<file path="src/rtl/core/bmpab_pkg.sv">
// bmpab_pkg: shared types, register indexes and blend helpers for the bitmap alpha blender
`default_nettype none
package bmpab_pkg;

	// queue between front and back
	localparam int QUEUE_DEPTH = 4;
	localparam int QPTR_W      = 2;
	localparam int QCNT_W      = 3;

	// field widths fixed by the interface
	localparam int COORD_W    = 14;
	localparam int CFG_IDX_W  = 3;
	localparam int CFG_DATA_W = 13;
	localparam int TDATA_W    = 48;

	// configuration register indexes
	typedef enum logic [CFG_IDX_W-1:0] {
		REG_ORIGIN_X  = 3'd0,
		REG_ORIGIN_Y  = 3'd1,
		REG_WIDTH     = 3'd2,
		REG_HEIGHT    = 3'd3,
		REG_SWAP      = 3'd4
	} reg_idx_t;

	// one classified pixel waiting for the blend unit
	typedef struct packed {
		logic [7:0]         src_r;
		logic [7:0]         src_g;
		logic [7:0]         src_b;
		logic [7:0]         dst_r;
		logic [7:0]         dst_g;
		logic [7:0]         dst_b;
		logic [7:0]         alpha;
		logic [COORD_W-1:0] px;
		logic [COORD_W-1:0] py;
		logic               last;
	} job_t;

	// s*a + d*(255-a), at most 255*255
	function automatic logic [15:0] blend_sum(input logic [7:0] s, input logic [7:0] d,
	                                          input logic [7:0] a);
		logic [15:0] ps;
		logic [15:0] pd;
		ps = {8'd0, s} * {8'd0, a};
		pd = {8'd0, d} * {8'd0, 8'd255 - a};
		return ps + pd;
	endfunction

	// exact floor(v/255) for any v up to 255*255, the largest sum that blend_sum gives
	function automatic logic [7:0] div255(input logic [15:0] v);
		logic [16:0] sum;
		sum = {1'b0, v} + 17'd1 + {9'd0, v[15:8]};
		return sum[15:8];
	endfunction

endpackage
`default_nettype wire

</file>
<file path="src/rtl/core/bmpab_front.sv">
// bmpab_front: configuration registers, pixel placement counters and source/destination unpacking
`default_nettype none
module bmpab_front #(
	parameter int MAX_DIM = 4096
) (
	input  wire logic                                 clk,
	input  wire logic                                 arst_n,
	// configuration writes
	input  wire logic                                 cfg_valid,
	output logic                                      cfg_ready,
	input  wire logic [bmpab_pkg::CFG_IDX_W-1:0]      cfg_index,
	input  wire logic [bmpab_pkg::CFG_DATA_W-1:0]     cfg_data,
	// incoming pixels
	input  wire logic                                 in_valid,
	output logic                                      in_ready,
	input  wire logic [bmpab_pkg::TDATA_W-1:0]        in_data,
	// towards the queue
	output logic                                      push,
	output bmpab_pkg::job_t                           push_data,
	input  wire logic                                 queue_full
);

	localparam int CNT_W = (MAX_DIM > 1) ? $clog2(MAX_DIM) : 1;

	logic signed [12:0] origin_x_q;
	logic signed [12:0] origin_y_q;
	logic [12:0]        width_q;
	logic [12:0]        height_q;
	logic               swap_q;

	logic [CNT_W-1:0] col_q;
	logic [CNT_W-1:0] row_q;
	logic [CNT_W-1:0] wm1;
	logic [CNT_W-1:0] hm1;
	logic             row_end;
	logic             last;

	logic [7:0]  b0;
	logic [7:0]  b1;
	logic [7:0]  b2;
	logic [7:0]  alpha;
	logic [15:0] dc;

	assign cfg_ready = 1'b1;
	assign in_ready  = !queue_full;
	assign push      = in_valid && !queue_full;

	// configuration registers
	always_ff @(posedge clk or negedge arst_n) begin
		if (!arst_n) begin
			origin_x_q <= '0;
			origin_y_q <= '0;
			width_q    <= 13'd1;
			height_q   <= 13'd1;
			swap_q     <= 1'b0;
		end else if (cfg_valid) begin
			unique case (cfg_index)
				bmpab_pkg::REG_ORIGIN_X: origin_x_q <= cfg_data;
				bmpab_pkg::REG_ORIGIN_Y: origin_y_q <= cfg_data;
				bmpab_pkg::REG_WIDTH:    width_q    <= cfg_data;
				bmpab_pkg::REG_HEIGHT:   height_q   <= cfg_data;
				bmpab_pkg::REG_SWAP:     swap_q     <= cfg_data[0];
				default: ;
			endcase
		end
	end

	// clamped sizes minus one
	always_comb begin
		if (width_q == '0) begin
			wm1 = '0;
		end else if (32'(width_q) > MAX_DIM) begin
			wm1 = CNT_W'(MAX_DIM - 1);
		end else begin
			wm1 = CNT_W'(width_q - 13'd1);
		end
		if (height_q == '0) begin
			hm1 = '0;
		end else if (32'(height_q) > MAX_DIM) begin
			hm1 = CNT_W'(MAX_DIM - 1);
		end else begin
			hm1 = CNT_W'(height_q - 13'd1);
		end
	end

	assign row_end = (col_q >= wm1);
	assign last    = row_end && (row_q >= hm1);

	// placement counters, rows go bottom-up
	always_ff @(posedge clk or negedge arst_n) begin
		if (!arst_n) begin
			col_q <= '0;
			row_q <= '0;
		end else if (push) begin
			if (last) begin
				col_q <= '0;
				row_q <= '0;
			end else if (row_end) begin
				col_q <= '0;
				row_q <= row_q + 1'b1;
			end else begin
				col_q <= col_q + 1'b1;
			end
		end
	end

	// unpack the input transfer
	assign b0    = in_data[7:0];
	assign b1    = in_data[15:8];
	assign b2    = in_data[23:16];
	assign alpha = in_data[31:24];
	assign dc    = in_data[47:32];

	// classify: channel order, widened destination, coordinates
	always_comb begin
		push_data.src_r = swap_q ? b0 : b2;
		push_data.src_g = b1;
		push_data.src_b = swap_q ? b2 : b0;
		push_data.dst_r = {dc[15:11], 3'b000};
		push_data.dst_g = {dc[10:5], 2'b00};
		push_data.dst_b = {dc[4:0], 3'b000};
		push_data.alpha = alpha;
		push_data.px    = bmpab_pkg::COORD_W'(origin_x_q) + bmpab_pkg::COORD_W'(col_q);
		push_data.py    = bmpab_pkg::COORD_W'(origin_y_q) + bmpab_pkg::COORD_W'(hm1)
		                  - bmpab_pkg::COORD_W'(row_q);
		push_data.last  = last;
	end

endmodule
`default_nettype wire

</file>
<file path="src/rtl/core/bmpab_queue.sv">
// bmpab_queue: short first-in first-out queue of classified pixels between front and back
`default_nettype none
module bmpab_queue (
	input  wire logic            clk,
	input  wire logic            arst_n,
	input  wire logic            wr_en,
	input  bmpab_pkg::job_t      wr_data,
	output logic                 full,
	input  wire logic            rd_en,
	output bmpab_pkg::job_t      rd_data,
	output logic                 not_empty
);

	bmpab_pkg::job_t                   entry_q [bmpab_pkg::QUEUE_DEPTH];
	logic [bmpab_pkg::QPTR_W-1:0]      wr_ptr_q;
	logic [bmpab_pkg::QPTR_W-1:0]      rd_ptr_q;
	logic [bmpab_pkg::QCNT_W-1:0]      count_q;

	assign full      = (count_q == bmpab_pkg::QCNT_W'(bmpab_pkg::QUEUE_DEPTH));
	assign not_empty = (count_q != '0);
	assign rd_data   = entry_q[rd_ptr_q];

	// entry storage
	always_ff @(posedge clk) begin
		if (wr_en) begin
			entry_q[wr_ptr_q] <= wr_data;
		end
	end

	// pointers and fill level
	always_ff @(posedge clk or negedge arst_n) begin
		if (!arst_n) begin
			wr_ptr_q <= '0;
			rd_ptr_q <= '0;
			count_q  <= '0;
		end else begin
			if (wr_en) begin
				wr_ptr_q <= wr_ptr_q + 1'b1;
			end
			if (rd_en) begin
				rd_ptr_q <= rd_ptr_q + 1'b1;
			end
			if (wr_en && !rd_en) begin
				count_q <= count_q + 1'b1;
			end else if (rd_en && !wr_en) begin
				count_q <= count_q - 1'b1;
			end
		end
	end

endmodule
`default_nettype wire

</file>
<file path="src/rtl/core/bmpab_back.sv">
// bmpab_back: two-stage blend pipeline, products then divide by 255 and RGB565 packing
`default_nettype none
module bmpab_back (
	input  wire logic                              clk,
	input  wire logic                              arst_n,
	// from the queue
	input  wire logic                              job_valid,
	output logic                                   job_ready,
	input  bmpab_pkg::job_t                        job_data,
	// result stream
	output logic                                   out_valid,
	input  wire logic                              out_ready,
	output logic [bmpab_pkg::TDATA_W-1:0]          out_data,
	output logic                                   out_last
);

	logic                               v_s1;
	logic [15:0]                        sum_r_s1;
	logic [15:0]                        sum_g_s1;
	logic [15:0]                        sum_b_s1;
	logic [bmpab_pkg::COORD_W-1:0]      px_s1;
	logic [bmpab_pkg::COORD_W-1:0]      py_s1;
	logic                               last_s1;

	logic                               v_s2;
	logic [bmpab_pkg::TDATA_W-1:0]      data_s2;
	logic                               last_s2;

	logic        ready_s2;
	logic [7:0]  r;
	logic [7:0]  g;
	logic [7:0]  b;
	logic [15:0] color;

	assign ready_s2  = !v_s2 || out_ready;
	assign job_ready = !v_s1 || ready_s2;

	// stage valid bits
	always_ff @(posedge clk or negedge arst_n) begin
		if (!arst_n) begin
			v_s1 <= 1'b0;
			v_s2 <= 1'b0;
		end else begin
			if (job_ready) begin
				v_s1 <= job_valid;
			end
			if (ready_s2) begin
				v_s2 <= v_s1;
			end
		end
	end

	// stage one: weighted sums per channel
	always_ff @(posedge clk) begin
		if (job_valid && job_ready) begin
			sum_r_s1 <= bmpab_pkg::blend_sum(job_data.src_r, job_data.dst_r, job_data.alpha);
			sum_g_s1 <= bmpab_pkg::blend_sum(job_data.src_g, job_data.dst_g, job_data.alpha);
			sum_b_s1 <= bmpab_pkg::blend_sum(job_data.src_b, job_data.dst_b, job_data.alpha);
			px_s1    <= job_data.px;
			py_s1    <= job_data.py;
			last_s1  <= job_data.last;
		end
	end

	// divide by 255 and pack to RGB565
	assign r     = bmpab_pkg::div255(sum_r_s1);
	assign g     = bmpab_pkg::div255(sum_g_s1);
	assign b     = bmpab_pkg::div255(sum_b_s1);
	assign color = {r[7:3], g[7:2], b[7:3]};

	// stage two: output register
	always_ff @(posedge clk) begin
		if (v_s1 && ready_s2) begin
			data_s2 <= {4'd0, color, py_s1, px_s1};
			last_s2 <= last_s1;
		end
	end

	assign out_valid = v_s2;
	assign out_data  = data_s2;
	assign out_last  = last_s2;

endmodule
`default_nettype wire

</file>
<file path="src/rtl/core/bmp_alpha_blend_rgb565.sv">
// bmp_alpha_blend_rgb565: top level, ARGB8888 over RGB565 blender with bottom-up pixel placement
// an input transfer passes through the queue, the stage-one sums and the output register to m_tdata
// throughput: one pixel per cycle while m_tready stays high; a 4-entry queue decouples placement
// from blending; the blend unit is a two-stage pipeline: products, then divide by 255 into the output register
// reset: counters and pipeline cleared, origin 0, width and height 1, no channel swap
// configuration writes are taken every cycle (cfg_ready is always high)
`default_nettype none
module bmp_alpha_blend_rgb565 #(
	parameter int MAX_DIM = 4096
) (
	input  wire logic                               clk,
	input  wire logic                               arst_n,
	// configuration channel
	input  wire logic                               cfg_valid,
	output logic                                    cfg_ready,
	input  wire logic [bmpab_pkg::CFG_IDX_W-1:0]    cfg_index,
	input  wire logic [bmpab_pkg::CFG_DATA_W-1:0]   cfg_data,
	// source pixels
	input  wire logic                               s_tvalid,
	output logic                                    s_tready,
	input  wire logic [bmpab_pkg::TDATA_W-1:0]      s_tdata,  // byte_zero, byte_one, byte_two, alpha, dest_color
	// blended pixels
	output logic                                    m_tvalid,
	input  wire logic                               m_tready,
	output logic [bmpab_pkg::TDATA_W-1:0]           m_tdata,  // pixel_x, pixel_y, blended_color, zero pad
	output logic                                    m_tlast
);

	logic            push;
	bmpab_pkg::job_t push_data;
	logic            queue_full;
	logic            queue_not_empty;
	logic            job_ready;
	bmpab_pkg::job_t job_data;

	// placement and classification
	bmpab_front #(
		.MAX_DIM (MAX_DIM)
	) u_front (
		.clk        (clk),
		.arst_n     (arst_n),
		.cfg_valid  (cfg_valid),
		.cfg_ready  (cfg_ready),
		.cfg_index  (cfg_index),
		.cfg_data   (cfg_data),
		.in_valid   (s_tvalid),
		.in_ready   (s_tready),
		.in_data    (s_tdata),
		.push       (push),
		.push_data  (push_data),
		.queue_full (queue_full)
	);

	// decoupling queue
	bmpab_queue u_queue (
		.clk       (clk),
		.arst_n    (arst_n),
		.wr_en     (push),
		.wr_data   (push_data),
		.full      (queue_full),
		.rd_en     (queue_not_empty && job_ready),
		.rd_data   (job_data),
		.not_empty (queue_not_empty)
	);

	// blend pipeline
	bmpab_back u_back (
		.clk       (clk),
		.arst_n    (arst_n),
		.job_valid (queue_not_empty),
		.job_ready (job_ready),
		.job_data  (job_data),
		.out_valid (m_tvalid),
		.out_ready (m_tready),
		.out_data  (m_tdata),
		.out_last  (m_tlast)
	);

endmodule
`default_nettype wire

</file>
<file path="config.mk">
export PLATFORM = sky130hd
export DESIGN_NAME = bmp_alpha_blend_rgb565
export DESIGN_NICKNAME = d
export VERILOG_FILES = /design/src/rtl/core/bmpab_pkg.sv /design/src/rtl/core/bmpab_front.sv /design/src/rtl/core/bmpab_queue.sv /design/src/rtl/core/bmpab_back.sv /design/src/rtl/core/bmp_alpha_blend_rgb565.sv
export SDC_FILE = /design/constraint.sdc
export NUM_CORES = 1
export LEC_CHECK = 0
export ABC_AREA = 1
export BUFFER_PORTS_ARGS = -buffer_cell sky130_fd_sc_hd__buf_2
export CORE_MARGIN = 4
export CORE_UTILIZATION = 64
export CTS_CLUSTER_DIAMETER = 150
export CTS_CLUSTER_SIZE = 28
export DETAILED_ROUTE_END_ITERATION = 8
export PLACE_DENSITY_LB_ADDON = 0.05
export SKIP_CTS_REPAIR_TIMING = 1
export SLEW_MARGIN = 20
export SYNTH_ARGS = -nofsm -noshare
export SYNTH_HDL_FRONTEND = slang
export SYNTH_SLANG_ARGS = --single-unit
</file>
<file path="constraint.sdc">
create_clock -name clk -period 7.45 [get_ports clk]
set_input_delay 0.3725 -clock clk [delete_from_list [all_inputs] [get_ports clk]]
set_output_delay 0.3725 -clock clk [all_outputs]
set_load 0.02 [all_outputs]
</file>
==> results.md, run 1 <==
* Vias at 24,300
* Final Max Slew Viols at 0
* Flops & latches, synth at 516
* Worst r2r src: u_queue.rd_ptr_q[0]
* CTS Buf Count at 23
* R2R depth at 23
* Worst-path fanout max at 155
* Status: finished clean
* Post-synthesis mux area share at 0
* I/O pin total at 121
* Top FF cell, synth: edfxtp_1
* First-pass GRT wire length at 128 mm
* Total Wirelength at 80.3 mm
* Setup CP Type: flop to flop
* Commonest non-fill, non-tap cell in the layout: nand2_1
* Clk_skew at 18.2 ps
* Register area share after synthesis at 0.435
* Syn. warnings at 0
* Via/cell ratio at 5.62
* Max Fclk at 147 MHz
* Max-Cap Viols at 0
* Post-route setup TNS at 0 ps
* Largest net degree at the start of global routing at 156
* Port Buffers at 115
* Gr usage total at 0.278
* Crit-path max cell delay at 660 ps
* Critical path endpoint: u_back.sum_r_s1[14]
* Critical path required time at 7820 ps
* Initial core utilization at 0.645
* Crit path DAT at 7180 ps
* Post-Synthesis Cells at 3,505
* Die area at 57,900 sq um
* Setup Viol. Count Final at 0
* Post-Synth Simple-Gate Area at 0.146
* Final Hold Viols at 0
* CTS Buffer Depth at 3
* Initial antenna violation count at 8
* Synth Area in Compound Gates at 0.0751
* Ys async rst share at 0.167
* Rows at 85
* Drt pass-1 iters at 5
* Share of layout cells above drive strength 1 at 0.0677
* Crit Reg-Reg Endpoint: u_back.sum_r_s1[14]
* HPWL after DPL at 60.1 mm
* Reg clk slew, reported paths at 110 ps
* Post-route ant nets at 0
* Nets@finish at 4,188
* Post-Synth Adder-Cell Area at 0.238
* Max H-tree Level at 1
* Synth cell types at 42
* Startpoint types: flop
* Met3 routed WL at 4.71 mm
* Final worst path period need at 6810 ps
* Period utilisation layout at 0.914
* Slew @ Worst Pin at 1020 ps
* Largest family of logic cells by synthesized area: adder cells
* Global placer's final weighted congestion at 0.952
* Most frequent cells in the layout: 717 x nand2_1, 603 x inv_1, 430 x edfxtp_1
* Mean post-synth cell area at 9.89 sq um
* Met1 Wirelength at 33.5 mm
* DR top layer: met5
* Post-synthesis xor/xnor area fraction at 0.0200
* Final global-route overflow total at 0
* Area grow syn2layout at 6.31%
* CTS tree: built
* # DRC at 0
* CP startpoint: u_queue.rd_ptr_q[0]
* Horiz. Die Dim at 241 um
* Cell Area, Synth at 34,600 sq um
* WL met2 at 40.5 mm
* Vias in the first global route at 24,300
* CP Capture Type: flop
* Initial drt markers at 1,715
* Root buffer cell: clkbuf_16
* Reg2Reg Setup Slack at 640 ps
* Rel. slew slack at 0.317
* Post-synth EDFFs at 430
* CP cell instances: buf_12 > nand2_1 > a32oi_4 > buf_4 > nand2_1 > fa_1 > fa_1 > fa_1 > fa_1 > inv_1 > fa_1 > inv_1 > fa_1 > inv_1 > ha_1 > nand2_1 > nor2_1 > nand2_1 > nand3_1 > a21oi_1 > inv_1 > nand2_1 > nand2_1
* Crit path max-delay cell type: a32oi_4
* Num Clock Sinks at 516
* Hold WC Path Type: input pin to flop
* Unrepaired setup endpoints after global routing: false
* Clock latency on the worst-skew pair at 610 ps
* DIE HEIGHT at 241 um
* Core area at 53,700 sq um
* WL/cell at 18.6 um
==> cells by family (layout without fill, tap and decap cells) <==
family / Yosys count / after routing
xor gates and xnor gates: 79 / 79
DFF: 516 / 516
adders and majority gates: 515 / 515
AOI/OAI and AO/OA: 397 / 397
buffers and inverters: 731 / 844
other: 2 / 11
and+or+nand+nor: 1265 / 1265
==> routing by layer <==
metal	vias up	track usage
met5	-	0
met4	4	0.0546
met3	119	0.0431
met2	686	0.486
met1	12000	0.375
li1	11500	-
==> through the flow <==
| step | hold slack [ps] | std cells | setup slack [ps] | utilization | instance area, sq um |
|---|---|---|---|---|---|
| global placement | 252 | 4246 | 856 | 0.667 | 35800 |
| floorplan | 76.9 | 3508 | 1700 | - | 34700 |
| detailed placement | 254 | 4246 | 719 | 0.667 | 35800 |
| global route | 1.02 | 4321 | 287 | 0.686 | 36800 |
| CTS | -407 | 4288 | 713 | 0.680 | 36500 |
| finish | 25.8 | 4323 | 641 | 0.686 | 36800 |
==> cells in the mapped netlist, drive strengths merged (7+ instances only) <==
cell type,count,share of area
a21o,8,0.0017
a21oi,125,0.018
a31oi,7,0.0013
a32oi,48,0.022
buf,70,0.014
clkbuf,33,0.0036
dfrtp,84,0.061
edfxtp,430,0.37
fa,241,0.14
ha,274,0.099
inv,628,0.068
nand2,717,0.078
nand3,95,0.014
nand3b,13,0.0028
nand4,39,0.0072
nor2,373,0.040
nor3,19,0.0027
o21ai,163,0.024
o21bai,7,0.0015
o22ai,30,0.0054
xnor2,22,0.0056
xor2,57,0.014
==> registers in the layout (all words and copies together) (netlist names) <==
signal,flops
u_front.swap_q,1
u_back.v_s1,1
u_front.col_q,12
u_front.row_q,12
u_queue.entry_q,308
u_back.px_s1,14
u_back.out_data,44
u_back.last_s1,1
u_back.sum_g_s1,16
u_back.sum_b_s1,16
u_back.sum_r_s1,16
u_front.height_q,13
u_back.out_last,1
u_front.width_q,13
u_back.py_s1,14
u_queue.wr_ptr_q,2
u_queue.count_q,3
u_front.origin_x_q,13
u_back.out_valid,1
u_front.origin_y_q,13
u_queue.rd_ptr_q,2
==> final cells by class <==
cell class | instances | area [sq um]
clock buffers | 38 | 632
flip-flops and latches | 516 | 15100
repair buffers | 174 | 1130
well taps | 696 | 871
diodes | 6 | 15.0
inverters | 628 | 2360
clock inverters | 4 | 77.6
multi-input cells | 2261 | 16700
fillers | 4174 | 16900
==> worst max-delay path, delay by kind of cell, from the launching register on <==
kind                     cells  cell delay, ps
adder cells (fa/ha/maj)      7            3350
buffers and inverters        6             960
AO/OA/AOI/OAI                2             870
AND/OR/NAND/NOR              8             810
flip-flops                   1             460
==> worst min-delay path by stage <==
stage	start	end	slack, ps	cells past startpoint
after floorplan	arst_n	u_back.out_valid	80	0
after global placement	arst_n	u_front.row_q[10]	250	1
after detailed placement	arst_n	u_front.row_q[10]	250	1
after CTS	arst_n	u_front.row_q[11]	-410	1
after global routing	s_tdata[12]	u_queue.entry_q[2][65]	1	1
final	s_tdata[12]	u_queue.entry_q[2][65]	30	1
Power of run 1 is not shown: default switching activity piles up to over one toggle a cycle in this logic, so the estimate is an artifact.
==> inputs of run 2 (changes only) <==
Settings changed: CAP_MARGIN set to 20, PLACE_DENSITY set to 0.82, PLACE_DENSITY_LB_ADDON 0.05 to unset.
==> run 2 against run 1 <==
Register-to-register slack better by 190 ps. Final area fell by 0.58%. Clock skew grew 11 ps. Routed wire length decreased by 6.6%.
==> results.md, run 2 (synthesis gave the netlist of run 1 again) <==
* Status: finished clean
* Num Clock Sinks at 516 (unchanged)
* Rel. slew slack at 0.272 (-0.0451)
* Drt pass-1 iters at 6 (+1)
* Global placer's final weighted congestion at 0.960 (+0.84%)
* # DRC at 0 (unchanged)
* Post-route setup TNS at 0 ps (unchanged)
* Final Hold Viols at 0 (unchanged)
* CTS tree: built
* Reg2Reg Setup Slack at 830 ps (+190 ps)
* Critical path required time at 7780 ps (-40 ps)
* Nets@finish at 4,173 (-0.36%)
* Slew @ Worst Pin at 1090 ps (+67.7 ps)
* Number of fill cells at 3,900 (-6.6%)
* I/O pin total at 121 (unchanged)
* Clock latency on the worst-skew pair at 580 ps (-30 ps)
* Gr usage total at 0.260 (-0.0181)
* CTS Buf Count at 22 (-4.3%)
* Core area at 53,700 sq um (unchanged)
* Worst-path fanout max at 64 (-59%)
* Top reg by flops: u_queue.entry_q
* Initial core utilization at 0.645 (unchanged)
* Die area at 57,900 sq um (unchanged)
* Most frequent cells in the layout: 717 x nand2_1, 603 x inv_1, 430 x edfxtp_1
* Final Max Slew Viols at 0 (unchanged)
* Via/cell ratio at 5.61 (-0.22%)
* Reg clk slew, reported paths at 100 ps (about the same)
* Period utilisation layout at 0.889 (-0.0253)
* Largest net degree at the start of global routing at 156 (unchanged)
* Initial antenna violation count at 2 (-6)
* Vias at 24,100 (-0.68%)
* Root buffer cell: clkbuf_16
* Max FFs per register at 308 (unchanged)
* DIE HEIGHT at 241 um (unchanged)
* Share of layout cells above drive strength 1 at 0.0677 (about the same)
* Total Wirelength at 75.0 mm (-6.6%)
* WL/cell at 17.4 um (-6.2%)
* Clk_skew at 28.9 ps (+10.8 ps)
* Vias in the first global route at 23,800 (-1.9%)
* CP Capture Type: flop
* CTS Buffer Depth at 3 (unchanged)
* Setup CP Type: flop to flop
* Crit path DAT at 6960 ps (-220 ps)
* Max Fclk at 151 MHz (+2.9%)
* Area grow syn2layout at 5.69%
* Startpoint types: flop
* Post-route ant nets at 0 (unchanged)
* Initial drt markers at 2,326 (+36%)
* Setup Viol. Count Final at 0 (unchanged)
* Commonest non-fill, non-tap cell in the layout: nand2_1
* Max H-tree Level at 1 (unchanged)
* Final global-route overflow total at 0 (unchanged)
* Hold WC Path Type: input pin to flop
* Unrepaired setup endpoints after global routing: false
* Final worst path period need at 6620 ps (-189 ps)
* Port Buffers at 115 (unchanged)
* Max-Cap Viols at 0 (unchanged)
* Rows at 85 (unchanged)
* HPWL after DPL at 55.7 mm (-7.3%)
* Horiz. Die Dim at 241 um (unchanged)
* First-pass GRT wire length at 120 mm (-5.9%)
## run 2: cell type report
| class | instances | area (sq um) | area share |
|---|---|---|---|
| Antenna cell | 2 | 5.00 | 0.000137 |
| Clock buffer | 39 | 636 | 0.0174 |
| Clock inverter | 1 | 16.3 | 0.000444 |
| Inverter | 628 | 2360 | 0.0645 |
| Multi-Input combinational cell | 2261 | 16700 | 0.455 |
| Sequential cell | 516 | 15100 | 0.412 |
| Tap cell | 696 | 871 | 0.0238 |
| Timing Repair Buffer | 160 | 983 | 0.0269 |
## run 2: worst max-delay path, stage by stage (launching register included)
cell     delay [ps]
dfrtp_4         520
inv_4           470
buf_4           370
nand2_1          90
a32oi_1         490
nand2_1         140
fa_1            500
fa_1            590
fa_1            460
fa_1            540
inv_1            50
fa_1            490
inv_1            50
fa_1            470
inv_1            40
ha_1            360
nand3_1         110
nand2_1         140
nand2_1          70
nand2_1         120
nand3_1         110
nand3_1          90
nand2_1          70
## run 2: final timing paths
| check | from | end | cells past startpoint |
|---|---|---|---|
| min reg2reg | u_back.px_s1[1] | u_back.out_data[1] | 0 |
| max | u_queue.rd_ptr_q[0] | u_back.sum_r_s1[13] | 22 |
| min | s_tdata[33] | u_queue.entry_q[0][38] | 1 |
| max in group asynchronous | arst_n | u_queue.rd_ptr_q[0] | 3 |
| min in group asynchronous | arst_n | u_front.col_q[11] | 2 |
| max reg2reg | u_queue.rd_ptr_q[0] | u_back.sum_r_s1[13] | 22 |
## run 2: per-stage QoR
| stage | cell area, sq um | setup slack (ps) | utilization | hold slack, ps | instances |
|---|---|---|---|---|---|
| 2_1_floorplan | 34700 | 1700 | - | 76.9 | 3508 |
| 3_3_place_gp | 35800 | 1030 | 0.667 | 255 | 4247 |
| 3_5_place_dp | 35800 | 912 | 0.667 | 258 | 4247 |
| 6_report | 36600 | 830 | 0.682 | 23.0 | 4303 |
| 4_1_cts | 36500 | 909 | 0.679 | -374 | 4287 |
| 5_1_grt | 36600 | 476 | 0.682 | 0.298 | 4303 |
## run 2: layer usage
| layer | GRT usage | part of all wire | vias to the layer above |
|---|---|---|---|
| li1 | - | - | 11500 |
| met1 | 0.340 | 0.40 | 11600 |
| met2 | 0.452 | 0.50 | 901 |
| met3 | 0.0419 | 0.071 | 145 |
| met4 | 0.0797 | 0.030 | 0 |
| met5 | 0 | 0 | - |
Power of run 2 is left out for the same reason.
